$ cat src/hdl/ws2812_pixel_pulse_encoder_top_assert.svh
// Assertion macros shared by the pixel pulse encoder modules.
`ifndef WS2812_PIXEL_PULSE_ENCODER_TOP_ASSERT_SVH
`define WS2812_PIXEL_PULSE_ENCODER_TOP_ASSERT_SVH

// Consequent must hold in the same cycle as the antecedent.
`define WPPE_ASSERT_NOW(lbl, clk_s, rstn_s, ante, cons, msg) \
  lbl: assert property (@(posedge clk_s) disable iff (!(rstn_s)) (ante) |-> (cons)) \
    else $error(msg);

// Consequent must hold in the cycle after the antecedent.
`define WPPE_ASSERT_NEXT(lbl, clk_s, rstn_s, ante, cons, msg) \
  lbl: assert property (@(posedge clk_s) disable iff (!(rstn_s)) (ante) |=> (cons)) \
    else $error(msg);

`endif

$ cat src/hdl/wppe_pkg.sv
// Shared constants and controller/datapath interface types for the pulse encoder.
package wppe_pkg;

  localparam int LED_COUNT_DEF   = 16;
  localparam int RESET_WORDS_DEF = 40;

  localparam int CHAN_W    = 8;
  localparam int PIX_W     = 4 * CHAN_W;
  localparam int WORD_W    = 3 * CHAN_W;
  localparam int POS_W     = 10;
  localparam int BIT_CNT_W = 5;
  localparam int BITS_PER_PIXEL = 24;

  localparam int CFG_IDX_W  = 2;
  localparam int CFG_DATA_W = 8;
  localparam int OUT_DATA_W = 16;

  // Register indexes on the configuration port
  localparam logic [CFG_IDX_W-1:0] CFG_GLOBAL_BRIGHTNESS = 2'd0;
  localparam logic [CFG_IDX_W-1:0] CFG_SCALE_RULE        = 2'd1;
  localparam logic [CFG_IDX_W-1:0] CFG_ONE_WIDTH         = 2'd2;
  localparam logic [CFG_IDX_W-1:0] CFG_ZERO_WIDTH        = 2'd3;

  localparam logic [CHAN_W-1:0] GLOBAL_BRIGHTNESS_RST = 8'd30;
  localparam logic              SCALE_RULE_RST        = 1'b0;
  localparam logic [CHAN_W-1:0] ONE_WIDTH_RST         = 8'd48;
  localparam logic [CHAN_W-1:0] ZERO_WIDTH_RST        = 8'd24;

  localparam logic SCALE_RULE_ALPHA  = 1'b0;
  localparam logic SCALE_RULE_GLOBAL = 1'b1;

  typedef struct packed {
    logic load;      // take buffered pixel, work out brightness factor
    logic scale;     // scale channels, advance LED position
    logic bit_step;  // one pixel word transferred
    logic gap_step;  // one reset word transferred
    logic in_gap;    // output currently shows reset words
  } wppe_cmd_t;

  typedef struct packed {
    logic buf_full;
    logic bit_done;
    logic gap_done;
    logic frame_end;
  } wppe_sts_t;

endpackage

$ cat src/hdl/wppe_ctrl.sv
// Sequencer for the pulse encoder: load, scale, send bits, send reset gap.
`include "ws2812_pixel_pulse_encoder_top_assert.svh"

module wppe_ctrl
  import wppe_pkg::*;
(
  input  logic      clk,
  input  logic      rst_n,
  input  wppe_sts_t sts,
  input  logic      out_tready,
  output logic      out_tvalid,
  output wppe_cmd_t cmd
);

  typedef enum logic [4:0] {
    ST_IDLE  = 5'b00001,
    ST_LOAD  = 5'b00010,
    ST_SCALE = 5'b00100,
    ST_BITS  = 5'b01000,
    ST_GAP   = 5'b10000
  } state_t;

  state_t state_r, state_nxt;
  logic   out_xfer;

  assign out_tvalid = (state_r == ST_BITS) || (state_r == ST_GAP);
  assign out_xfer   = out_tvalid && out_tready;

  always_comb begin
    cmd          = '0;
    cmd.load     = (state_r == ST_LOAD);
    cmd.scale    = (state_r == ST_SCALE);
    cmd.bit_step = (state_r == ST_BITS) && out_xfer;
    cmd.gap_step = (state_r == ST_GAP) && out_xfer;
    cmd.in_gap   = (state_r == ST_GAP);
  end

  always_comb begin
    state_nxt = state_r;
    unique case (state_r)
      ST_IDLE: begin
        if (sts.buf_full) state_nxt = ST_LOAD;
      end
      ST_LOAD:  state_nxt = ST_SCALE;
      ST_SCALE: state_nxt = ST_BITS;
      ST_BITS: begin
        if (out_xfer && sts.bit_done) begin
          if (sts.frame_end)     state_nxt = ST_GAP;
          else if (sts.buf_full) state_nxt = ST_LOAD;
          else                   state_nxt = ST_IDLE;
        end
      end
      ST_GAP: begin
        if (out_xfer && sts.gap_done) begin
          state_nxt = sts.buf_full ? ST_LOAD : ST_IDLE;
        end
      end
      default: state_nxt = ST_IDLE;
    endcase
  end

  always_ff @(posedge clk) begin
    if (!rst_n) begin
      state_r <= ST_IDLE;
    end else begin
      state_r <= state_nxt;
    end
  end

  `WPPE_ASSERT_NOW(a_gap_needs_frame_end, clk, rst_n, state_r == ST_GAP, sts.frame_end, "reset gap outside frame end")
  `WPPE_ASSERT_NEXT(a_bits_hold_on_stall, clk, rst_n, (state_r == ST_BITS) && !out_tready, state_r == ST_BITS, "pixel word dropped under stall")

endmodule

$ cat src/hdl/wppe_dpath.sv
// Datapath: input buffer, config registers, brightness scaling, bit shifter, counters.
`include "ws2812_pixel_pulse_encoder_top_assert.svh"

module wppe_dpath
  import wppe_pkg::*;
#(
  parameter int LED_COUNT   = LED_COUNT_DEF,
  parameter int RESET_WORDS = RESET_WORDS_DEF
)
(
  input  logic                  clk,
  input  logic                  rst_n,
  input  logic                  in_tvalid,
  output logic                  in_tready,
  input  logic [PIX_W-1:0]      in_tdata,
  input  logic                  cfg_valid,
  input  logic [CFG_IDX_W-1:0]  cfg_index,
  input  logic [CFG_DATA_W-1:0] cfg_data,
  input  wppe_cmd_t             cmd,
  output wppe_sts_t             sts,
  output logic [OUT_DATA_W-1:0] out_tdata,
  output logic                  out_tlast
);

  localparam int GAP_W = (RESET_WORDS > 1) ? $clog2(RESET_WORDS) : 1;

  // config registers
  logic [CHAN_W-1:0] gbright_r, one_w_r, zero_w_r;
  logic              rule_r;

  // input buffer
  logic [PIX_W-1:0]  buf_r;
  logic              buf_full_r, buf_full_nxt;

  // working pixel
  logic [CHAN_W-1:0] red_r, green_r, blue_r, k_r, k_nxt;
  logic              scl_r, scl_nxt;
  logic [WORD_W-1:0] word_r;
  logic [2*CHAN_W-1:0] k_prod, r_prod, g_prod, b_prod;
  logic [CHAN_W-1:0] r_s, g_s, b_s, a_in;

  logic [POS_W-1:0]     pos_r, pos_inc;
  logic                 fend_r, fend_nxt;
  logic [BIT_CNT_W-1:0] bit_cnt_r;
  logic [GAP_W-1:0]     gap_cnt_r;
  logic                 bit_val, in_xfer;

  assign in_tready = !buf_full_r;
  assign in_xfer   = in_tvalid && in_tready;

  always_comb begin
    buf_full_nxt = buf_full_r;
    if (in_xfer)       buf_full_nxt = 1'b1;
    else if (cmd.load) buf_full_nxt = 1'b0;
  end

  // brightness factor from buffered alpha and global brightness
  assign a_in   = buf_r[4*CHAN_W-1:3*CHAN_W];
  assign k_prod = (2*CHAN_W)'(a_in) * (2*CHAN_W)'(gbright_r);

  always_comb begin
    k_nxt   = gbright_r;
    scl_nxt = 1'b1;
    if (rule_r == SCALE_RULE_ALPHA) begin
      if (a_in != '0)           k_nxt = k_prod[2*CHAN_W-1:CHAN_W];
      else if (gbright_r == '0) scl_nxt = 1'b0;
    end else begin
      if (gbright_r == '0) begin
        k_nxt = a_in;
        if (a_in == '0) scl_nxt = 1'b0;
      end
    end
  end

  assign r_prod = (2*CHAN_W)'(red_r) * (2*CHAN_W)'(k_r);
  assign g_prod = (2*CHAN_W)'(green_r) * (2*CHAN_W)'(k_r);
  assign b_prod = (2*CHAN_W)'(blue_r) * (2*CHAN_W)'(k_r);
  assign r_s    = scl_r ? r_prod[2*CHAN_W-1:CHAN_W] : red_r;
  assign g_s    = scl_r ? g_prod[2*CHAN_W-1:CHAN_W] : green_r;
  assign b_s    = scl_r ? b_prod[2*CHAN_W-1:CHAN_W] : blue_r;

  assign pos_inc  = pos_r + POS_W'(1);
  assign fend_nxt = (pos_inc >= POS_W'(LED_COUNT)) || (pos_inc == '0);

  always_ff @(posedge clk) begin
    if (!rst_n) begin
      gbright_r  <= GLOBAL_BRIGHTNESS_RST;
      rule_r     <= SCALE_RULE_RST;
      one_w_r    <= ONE_WIDTH_RST;
      zero_w_r   <= ZERO_WIDTH_RST;
      buf_full_r <= 1'b0;
      pos_r      <= '0;
      fend_r     <= 1'b0;
      bit_cnt_r  <= '0;
      gap_cnt_r  <= '0;
    end else begin
      if (cfg_valid) begin
        unique case (cfg_index)
          CFG_GLOBAL_BRIGHTNESS: gbright_r <= cfg_data;
          CFG_SCALE_RULE:        rule_r    <= cfg_data[0];
          CFG_ONE_WIDTH:         one_w_r   <= cfg_data;
          CFG_ZERO_WIDTH:        zero_w_r  <= cfg_data;
          default: ;
        endcase
      end
      buf_full_r <= buf_full_nxt;
      if (cmd.scale) begin
        pos_r     <= fend_nxt ? '0 : pos_inc;
        fend_r    <= fend_nxt;
        bit_cnt_r <= '0;
        gap_cnt_r <= '0;
      end
      if (cmd.bit_step) bit_cnt_r <= bit_cnt_r + BIT_CNT_W'(1);
      if (cmd.gap_step) gap_cnt_r <= gap_cnt_r + GAP_W'(1);
    end
  end

  // payload, no reset
  always_ff @(posedge clk) begin
    if (in_xfer) buf_r <= in_tdata;
    if (cmd.load) begin
      red_r   <= buf_r[CHAN_W-1:0];
      green_r <= buf_r[2*CHAN_W-1:CHAN_W];
      blue_r  <= buf_r[3*CHAN_W-1:2*CHAN_W];
      k_r     <= k_nxt;
      scl_r   <= scl_nxt;
    end
    if (cmd.scale)         word_r <= {g_s, r_s, b_s};
    else if (cmd.bit_step) word_r <= {word_r[WORD_W-2:0], 1'b0};
  end

  assign sts.buf_full  = buf_full_r;
  assign sts.bit_done  = (bit_cnt_r == BIT_CNT_W'(BITS_PER_PIXEL - 1));
  assign sts.gap_done  = (gap_cnt_r == GAP_W'(RESET_WORDS - 1));
  assign sts.frame_end = fend_r;

  // tdata: [7:0] pulse_width, [8] data_bit, rest zero
  assign bit_val = cmd.in_gap ? 1'b0 : word_r[WORD_W-1];
  always_comb begin
    out_tdata         = '0;
    out_tdata[8]      = bit_val;
    out_tdata[7:0]    = cmd.in_gap ? '0 : (bit_val ? one_w_r : zero_w_r);
  end
  assign out_tlast = cmd.in_gap ? sts.gap_done : (sts.bit_done && !fend_r);

  `WPPE_ASSERT_NOW(a_pos_in_range, clk, rst_n, 1'b1,
                   pos_r < POS_W'(LED_COUNT), "LED position out of range")
  `WPPE_ASSERT_NEXT(a_load_frees_buffer, clk, rst_n, cmd.load,
                    !buf_full_r, "buffer still full after load")

endmodule

$ cat src/hdl/ws2812_pixel_pulse_encoder_top.sv
// Top level of the WS2812 pixel pulse encoder: controller plus datapath.
//
// Takes one pixel (red, green, blue, alpha) per input transfer, scales the colour
// channels by a brightness factor and sends the pixel as 24 pulse-width words in
// GRB order, MSB first: one_width for a one bit, zero_width for a zero bit.
// After the LED_COUNT-th pixel of a frame, RESET_WORDS zero words follow as the
// latch gap; tlast marks the final word caused by each pixel.
// Sequence: each pixel passes a load state (the alpha * global multiply), a
// scale state (the three channel multiplies) and then 24 word slots through the
// output, which hold under back-pressure; a pixel that closes a frame adds
// RESET_WORDS zero word slots.
// A one-pixel input buffer lets the next pixel transfer in while the current one
// is still going out. Configuration is taken in any cycle (cfg_ready tied high)
// and is meant to change only when the encoder is idle.
// Reset leaves global brightness 30, scale rule 0, one width 48, zero width 24
// and the LED position at 0.

module ws2812_pixel_pulse_encoder_top
  import wppe_pkg::*;
#(
  parameter int LED_COUNT   = LED_COUNT_DEF,   // LEDs per frame, 1..1023
  parameter int RESET_WORDS = RESET_WORDS_DEF  // zero words after a frame, at least 1
)
(
  input  logic                  clk,
  input  logic                  rst_n,
  // pixel input
  input  logic                  in_tvalid,
  output logic                  in_tready,
  input  logic [PIX_W-1:0]      in_tdata,   // red[7:0], green[15:8], blue[23:16], alpha[31:24]
  // pulse word output
  output logic                  out_tvalid,
  input  logic                  out_tready,
  output logic [OUT_DATA_W-1:0] out_tdata,  // pulse_width[7:0], data_bit[8], zero[15:9]
  output logic                  out_tlast,
  // configuration writes
  input  logic                  cfg_valid,
  output logic                  cfg_ready,
  input  logic [CFG_IDX_W-1:0]  cfg_index,
  input  logic [CFG_DATA_W-1:0] cfg_data
);

  wppe_cmd_t cmd;
  wppe_sts_t sts;

  // Registers are simple flops: a write transfer completes every cycle.
  assign cfg_ready = 1'b1;

  wppe_dpath #(
    .LED_COUNT   (LED_COUNT),
    .RESET_WORDS (RESET_WORDS)
  ) u_dpath (
    .clk       (clk),
    .rst_n     (rst_n),
    .in_tvalid (in_tvalid),
    .in_tready (in_tready),
    .in_tdata  (in_tdata),
    .cfg_valid (cfg_valid),
    .cfg_index (cfg_index),
    .cfg_data  (cfg_data),
    .cmd       (cmd),
    .sts       (sts),
    .out_tdata (out_tdata),
    .out_tlast (out_tlast)
  );

  wppe_ctrl u_ctrl (
    .clk        (clk),
    .rst_n      (rst_n),
    .sts        (sts),
    .out_tready (out_tready),
    .out_tvalid (out_tvalid),
    .cmd        (cmd)
  );

endmodule
$ cat config.mk
export PLATFORM = sky130hd
export DESIGN_NAME = ws2812_pixel_pulse_encoder_top
export DESIGN_NICKNAME = d
export VERILOG_FILES = /design/src/hdl/wppe_pkg.sv /design/src/hdl/wppe_ctrl.sv /design/src/hdl/wppe_dpath.sv /design/src/hdl/ws2812_pixel_pulse_encoder_top.sv
export VERILOG_INCLUDE_DIRS = /design/src /design/src/hdl
export SDC_FILE = /design/constraint.sdc
export NUM_CORES = 1
export LEC_CHECK = 0
export ABC_AREA = 1
export ABC_CLOCK_PERIOD_IN_PS = 6900
export BUFFER_PORTS_ARGS = -buffer_cell sky130_fd_sc_hd__buf_2
export CAP_MARGIN = 15
export CORE_ASPECT_RATIO = 0.9
export CORE_UTILIZATION = 60
export CTS_CLUSTER_DIAMETER = 40
export DETAILED_ROUTE_END_ITERATION = 8
export GPL_ROUTABILITY_DRIVEN = 0
export PLACE_DENSITY = 0.77
export SYNTH_ARGS = -nofsm -noshare
export SYNTH_HDL_FRONTEND = slang
export SYNTH_SLANG_ARGS = --single-unit
export TNS_END_PERCENT = 50
$ cat constraint.sdc
create_clock -name clk -period 6.9 [get_ports clk]
set_input_delay 1.38 -clock clk [delete_from_list [all_inputs] [get_ports clk]]
set_output_delay 1.38 -clock clk [all_outputs]
set_load 0.05 [all_outputs]
==> run summary, run 1 <==
### Finish
• **area grow syn2layout** 6.148%
• **antenna diode count** 0
• **commonest non-fill, non-tap cells in the layout** 537 x sky130_fd_sc_hd__nand2_1, 480 x sky130_fd_sc_hd__inv_1, 140 x sky130_fd_sc_hd__fa_1
• **Final Instance Area** 15660 sq um
• **net count reported at finish** 2287
• **fraction of layout instances using a drive strength above 1** 5.766%
• **commonest non-fill, non-tap cell in the layout** sky130_fd_sc_hd__nand2_1

### STA
• **transition at the pin with the smallest max-transition slack** 0.9781 ns
• **Final period util** 68.69%
• **setup skew after layout** 0.01528 ns
• **setup repair after global routing missed its margin** no
• **Setup Total Neg Slack** 0 ns
• **Setup violations, final** 0
• **Slew Viols, Final** 0
• **clock period minus worst slack** 4.739 ns
• **Hold Violations, Final** 0
• **normalized max-slew margin** 34.80%
• **fmax** 211.0 MHz

### Clock tree
• **CTS tree** done
• **maximum buffer depth of the clock tree** 2
• **clock root buffer** sky130_fd_sc_hd__clkbuf_16
• **clock-pin transition on the worst setup and hold timing paths** 0.07 ns
• **number of gates given a new drive strength after cts** 0
• **clock net sink count** 142
• **CTS H-tree depth** 4
• **source-to-sink clock delay at the later pin of the worst-skew pair** 0.43 ns
• **total clock buffers created by CTS** 17
• **number of buffers inserted by post-CTS setup repair** 0
• **hold bufs inserted after CTS** 0

### Drt
• **final WL** 32000 um
• **routed len/inst** 14.00 um
• **ANT nets after route** 0
• **post-detailed-route DRC marker count** 0
• **routed via count divided by cell count** 5.239
• **number of iterations in the first detailed-routing pass** 7
• **met2 wire length** 14590 um
• **number of vias in the routed layout** 11970
• **routed length on met1** 14510 um
• **Met3 Wirelength** 2041 um
• **Highest Signal Layer** met4
• **violation count after the first detailed-route iteration** 856

### Global routing
• **maximum number of pins on one net before global-route repair** 39
• **antenna violations before repair** 0
• **vias in the first global route** 11710
• **first-pass GRT wire length** 54340 um
• **global-route usage over all layers** 26.87%
• **overflow left after global routing** 0

### Placement
• **# port buffers** 58
• **post-DP HPWL** 24160 um
• **area post-placement** 15060 sq um

### Floorplanning
• **Die Footprint** 25220 sq um
• **die boundary width** 167.3 um
• **Std-Cell Core Area** 24190 sq um
• **# rows** 54
• **Die H** 150.8 um
• **Initial Utilization** 61.00%
• **number of primary I/O pins** 67

### Setup path
• **library cell contributing the largest single delay on the critical path** sky130_fd_sc_hd__edfxtp_1
• **critical path cell sequence** nand2_1, inv_1, fa_1, fa_1, fa_1, inv_1, fa_1, inv_1, ha_1, nand2_1, inv_1, nand2_1, nand2_1, a21oi_1, nand2_1, nand2_1, nand3_1, nand2_1, nand2_1
• **critical path fanouts, max** 24
• **largest stage delay on the critical path** 0.95 ns
• **CP arrival** 4.92 ns
• **required time of the critical path** 7.08 ns
• **category of the worst setup path launch point** register
• **type of the worst setup path** reg2reg
• **kind of end point of the critical path** register
• **Critical Path Most Common Cell** sky130_fd_sc_hd__nand2_1

### Yosys
• **part of the Yosys area used for sequential elements** 25.30%
• **count of different cell masters after synthesis** 45
• **number of instances in the synthesized netlist** 1963
• **cell area after synthesis** 14760 sq um
• **area leader, netlist** sky130_fd_sc_hd__fa_1
• **number of warning messages in the yosys log** 0
• **Yosys top cell area share** 18.99%
• **largest cells by area after synthesis** sky130_fd_sc_hd__fa_1 19%, sky130_fd_sc_hd__edfxtp_1 18%, sky130_fd_sc_hd__nand2_1 14%
• **number of register bits inferred by synthesis** 142
• **average instance area after synthesis** 7.517 sq um

### Pwr
• **static leakage power** 9.152 nW
• **Power Dens Cells** 282.0 nW/um^2
• **maximum ir drop on the vdd rail** 0.1902 mV

### Run status
• **outcome** finished, final reports clean

### Hold path
• **class of the most critical hold timing path** reg2reg

### Run
• **maximum capacitance violations** 0

layer usage:
metal	vias up	GRT usage, %
met5	-	0
li1	5879	-
met3	63	3.554
met1	5629	36.98
met4	0	9.725
met2	400	43.81
stage by stage:
| stage | hold WS, ns | utilization (%) | total power (W) | setup WS, ns | cells |
|---|---|---|---|---|---|
| after floorplan | 0.4003 | - | 0.002953 | 2.704 | 1969 |
| after global placement | 0.4009 | 62.26 | 0.003391 | 2.298 | 2253 |
| after detailed placement | 0.4045 | 62.26 | 0.003450 | 2.210 | 2253 |
| after CTS | 0.4149 | 64.75 | 0.004408 | 2.193 | 2285 |
| after global routing | 0.4161 | 64.75 | 0.004855 | 1.804 | 2285 |
| final | 0.4123 | 64.75 | 0.004416 | 2.161 | 2285 |
kinds of logic after synthesis:
group / after synthesis / synth area share, %
buffers and inverters: 569 / 15.19
XOR/XNOR: 14 / 0.8819
adder cells (fa/ha/maj): 276 / 30.53
AND/OR/NAND/NOR: 787 / 21.61
AO/OA/AOI/OAI: 173 / 6.436
other: 2 / 0.05090
flip-flops: 142 / 25.30
registers in the layout, summed over array words and instances, names as in the netlist, 5 cells and up:
register,flops
u_ctrl.state_r,5
u_dpath.blue_r,8
u_dpath.pos_r,10
u_dpath.green_r,8
u_dpath.red_r,8
u_dpath.buf_r,32
u_dpath.zero_w_r,8
u_dpath.gap_cnt_r,6
u_dpath.gbright_r,8
u_dpath.word_r,24
u_dpath.bit_cnt_r,5
u_dpath.one_w_r,8
u_dpath.k_r,8
worst max-delay path, delay by kind of cell, from the launching register on:
family | cells | cell delay (ns)
AO/OA/AOI/OAI | 1 | 0.19
adder cells (fa/ha/maj) | 5 | 2.40
AND/OR/NAND/NOR | 9 | 0.67
buffers and inverters | 4 | 0.27
flip-flops | 1 | 0.95
final cells by class:
type                            count  area, sq um
Clock buffer                       19        475.5
Sequential cell                   142         3734
Timing Repair Buffer               63        327.8
Inverter                          482         1809
Multi-Input combinational cell   1258         8803
Tap cell                          308        385.4
Clock inverter                     13        127.6
Fill cell                        2083         8526
where the power goes:
part,switching (W),internal (W),total (W)
Clock,0.000413,0.000522,0.000935
Combinational,0.00152,0.000908,0.00243
Sequential,0.0000901,0.000964,0.00105
Total,0.00202,0.00239,0.00442
cell usage after synthesis, drive strengths merged:
library cell	count
a31oi	1
o22ai	1
xnor2	3
o21bai	11
o21ai	59
nor4	3
a311oi	1
nand3	75
inv	481
fa	140
a22oi	1
edfxtp	89
buf	41
a21o	3
a21oi	88
nand2	541
and2	2
a211oi	1
conb	2
ha	136
xor2	11
dfxtp	53
nor3	16
nor2	135
o211ai	6
nand3b	6
nand4	9
clkinv	1
a221oi	1
clkbuf	46
worst paths after layout:
| check | start | endpoint | slack (ns) | depth (start not counted) |
|---|---|---|---|---|
| setup / recovery | u_dpath.k_r[3] | u_dpath.word_r[7] | 2.16 | 19 |
| hold / removal | u_dpath.buf_r[20] | u_dpath.blue_r[4] | 0.41 | 0 |
| setup reg to reg | u_dpath.k_r[3] | u_dpath.word_r[7] | 2.16 | 19 |
| hold reg to reg | u_dpath.buf_r[20] | u_dpath.blue_r[4] | 0.41 | 0 |
Power figures use the tool's default switching activity.
==> run 2: changes to the inputs <==
--- a/config.mk
+++ b/config.mk
@@ -7,7 +7,7 @@
 export NUM_CORES = 1
 export LEC_CHECK = 0
 export ABC_AREA = 1
-export ABC_CLOCK_PERIOD_IN_PS = 6900
+export ABC_CLOCK_PERIOD_IN_PS = 4620
 export BUFFER_PORTS_ARGS = -buffer_cell sky130_fd_sc_hd__buf_2
 export CAP_MARGIN = 15
 export CORE_ASPECT_RATIO = 0.9
==> constraint.sdc (replaced) <==
create_clock -name clk -period 4.62 [get_ports clk]
set_input_delay 0.924 -clock clk [delete_from_list [all_inputs] [get_ports clk]]
set_output_delay 0.924 -clock clk [all_outputs]
set_load 0.05 [all_outputs]
==> run summary, run 2 (synthesis gave the netlist of run 1 again) <==
### Run status
• **outcome** finished, final reports clean

### Finish
• **total area of multi-input combinational cells** 8803 sq um, unchanged
• **combined flip-flop and latch cell area** 3739 sq um, +0.13%
• **leading registers by flop count** u_dpath.buf_r x32, u_dpath.word_r x24, u_dpath.pos_r x10
• **register ranked first by flip-flop count** u_dpath.buf_r
• **number of flip-flops under the largest register name** 32, unchanged
• **commonest non-fill, non-tap cell in the layout** sky130_fd_sc_hd__nand2_1
• **area grow syn2layout** 8.335%
• **Post-Route Utilization** 66.09%, +1.3 points
• **antenna diode count** 0, unchanged
• **net count reported at finish** 2330, +1.9%
• **layout filler cell count** 2003, -3.8%
• **commonest non-fill, non-tap cells in the layout** 537 x sky130_fd_sc_hd__nand2_1, 480 x sky130_fd_sc_hd__inv_1, 140 x sky130_fd_sc_hd__fa_1
• **fraction of layout instances using a drive strength above 1** 7.970%, +2.2 points
• **Final Instance Area** 15990 sq um, +2.1%

### Setup path
• **Worst R2R Start** u_dpath.k_r[2]
• **largest stage delay on the critical path** 0.52 ns, -0.43 ns
• **library cell contributing the largest single delay on the critical path** sky130_fd_sc_hd__edfxtp_1
• **FF-to-FF End** u_dpath.word_r[23]
• **critical path cell sequence** buf_4, nand2_1, inv_1, fa_1, fa_1, fa_1, inv_1, fa_1, inv_1, ha_1, a21o_1, nand3_1, nand2_1, a21oi_1, nand2_1, nand2_1, nand3_1, nand2_1, nand2_1
• **kind of end point of the critical path** register
• **category of the worst setup path launch point** register
• **CP arrival** 4.59 ns, -0.33 ns
• **dominant delay contributor by cell family on the critical path** adder cells
• **path depth of the worst reg2reg path** 19, unchanged
• **critical path fanouts, max** 7, -71%
• **Buf/Inv on CP** 4, unchanged
• **R2R setup slack** 0.22 ns, -1.95 ns
• **Critical Path Most Common Cell** sky130_fd_sc_hd__nand2_1
• **type of the worst setup path** reg2reg
• **required time of the critical path** 4.81 ns, -2.27 ns

### Clock tree
• **clock-pin transition on the worst setup and hold timing paths** 0.08 ns, about the same
• **CTS H-tree depth** 4, unchanged
• **clock net sink count** 142, unchanged
• **source-to-sink clock delay at the later pin of the worst-skew pair** 0.44 ns, about the same
• **maximum buffer depth of the clock tree** 2, unchanged
• **CTS tree** done
• **hold bufs inserted after CTS** 0, unchanged
• **clock root buffer** sky130_fd_sc_hd__clkbuf_16
• **total clock buffers created by CTS** 17, unchanged

### STA
• **transition at the pin with the smallest max-transition slack** 1.040 ns, +0.06162 ns
• **setup skew after layout** 0.02111 ns, +0.005825 ns
• **normalized max-slew margin** 30.61%, -4.2 points
• **Setup violations, final** 0, unchanged
• **fmax** 227.0 MHz, +7.6%
• **Final period util** 95.34%, +27 points
• **Slew Viols, Final** 0, unchanged
• **clock period minus worst slack** 4.405 ns, -0.3345 ns
• **Setup Total Neg Slack** 0 ns, unchanged
• **Hold Violations, Final** 0, unchanged
• **final-layout worst hold slack** 0.4167 ns, +0.004437 ns

### Floorplanning
• **die boundary width** 167.3 um, unchanged
• **Std-Cell Core Area** 24190 sq um, unchanged
• **number of primary I/O pins** 67, unchanged
• **Die H** 150.8 um, unchanged
• **Die Footprint** 25220 sq um, unchanged
• **Initial Utilization** 61.00%, unchanged
• **# rows** 54, unchanged

### Placement
• **post-DP HPWL** 25250 um, +4.5%
• **# port buffers** 58, unchanged
• **area post-placement** 15310 sq um, +1.7%

### Pwr
• **static leakage power** 9.356 nW, +2.2%
• **Power Dens Cells** 415.5 nW/um^2, +47%
• **proportion of power drawn by flip-flops and latches** 22.9%, -1.0 points
• **sw frac** 46.05%, +0.25 points
• **switching power of the nets** 0.003059 W, +51%
• **maximum ir drop on the vdd rail** 0.3313 mV, +74%
• **fraction of power consumed by combinational cells** 56.4%, +1.4 points
• **clock network power share** 20.7%, -0.5 points
• **internal power component** 0.003583 W, +50%

### Global routing
• **antenna violations before repair** 0, unchanged
• **vias in the first global route** 11860, +1.3%
• **global-route usage over all layers** 27.82%, +0.94 points
• **first-pass GRT wire length** 56010 um, +3.1%
• **overflow left after global routing** 0, unchanged
• **maximum number of pins on one net before global-route repair** 39, unchanged

### Hold path
• **number of instances on the worst hold path** 0, unchanged
• **class of the most critical hold timing path** reg2reg
• **worst hold endpoint** u_dpath.red_r[0]
• **source of the worst hold timing path** u_dpath.buf_r[0]

### Drt
• **final WL** 33170 um, +3.7%
• **routed len/inst** 14.25 um, +1.8%
• **number of vias in the routed layout** 12220, +2.1%
• **routed via count divided by cell count** 5.248, +0.17%
• **number of iterations in the first detailed-routing pass** 6, -1
• **violation count after the first detailed-route iteration** 904, +5.6%
• **ANT nets after route** 0, unchanged
• **post-detailed-route DRC marker count** 0, unchanged

### Run
• **maximum capacitance violations** 0, unchanged

-- run 2: cell count changes in the layout (fill, tap and decap cells not counted), sizes merged --
cell / change
clkbuf: -1
inv: +1
buf: +43
-- run 2: power by group through the flow --
stage / Sequential [W] / Combinational [W] / Clock, W
2_1_floorplan: 0.00148 / 0.00293 / 0
3_3_place_gp: 0.00155 / 0.00354 / 0
3_5_place_dp: 0.00156 / 0.00364 / 0
4_1_cts: 0.00153 / 0.00369 / 0.00140
5_1_grt: 0.00153 / 0.00434 / 0.00144
6_report: 0.00152 / 0.00375 / 0.00137
-- run 2: routing by layer --
layer | vias up | global-route usage [%] | part of all wire [%] | wire length [um]
li1 | 5974 | - | - | -
met1 | 5696 | 37.56 | 44 | 14550
met2 | 455 | 46.00 | 46 | 15360
met4 | 0 | 10.87 | 3.4 | 1119
met5 | - | 0 | 0 | 0
met3 | 92 | 3.501 | 6.5 | 2140
-- run 2: worst max path at each step --
stage / to / from / depth (start not counted)
final: u_dpath.word_r[23] / u_dpath.k_r[2] / 19
after floorplan: u_dpath.word_r[7] / u_dpath.k_r[4] / 20
after global placement: u_dpath.word_r[7] / u_dpath.k_r[3] / 20
after CTS: u_dpath.word_r[7] / u_dpath.k_r[3] / 20
after global routing: u_dpath.word_r[7] / u_dpath.k_r[2] / 20
after detailed placement: u_dpath.word_r[7] / u_dpath.k_r[3] / 20
-- run 2: through the flow --
stage / total power, W / instances / worst slack (ns)
after floorplan: 0.004410 / 1969 / 0.4241
after global placement: 0.005096 / 2285 / 0.2595
after detailed placement: 0.005196 / 2285 / 0.1114
after CTS: 0.006616 / 2317 / 0.08848
after global routing: 0.007313 / 2328 / -0.004948
final: 0.006642 / 2328 / 0.2152
-- run 2: final cells by class --
cell class | count | area share, %
clock buffer | 18 | 2.818
clock inverter | 14 | 0.8453
inverter | 482 | 11.32
multi-input combinational | 1258 | 55.07
sequential | 142 | 23.39
tap | 308 | 2.411
timing repair buffer | 106 | 4.148
-- run 2: what timing repair did --
item                       4_1_cts  5_1_grt
buffers inserted                 0       11
setup endpoints to repair        0       18
resized for setup                0        4
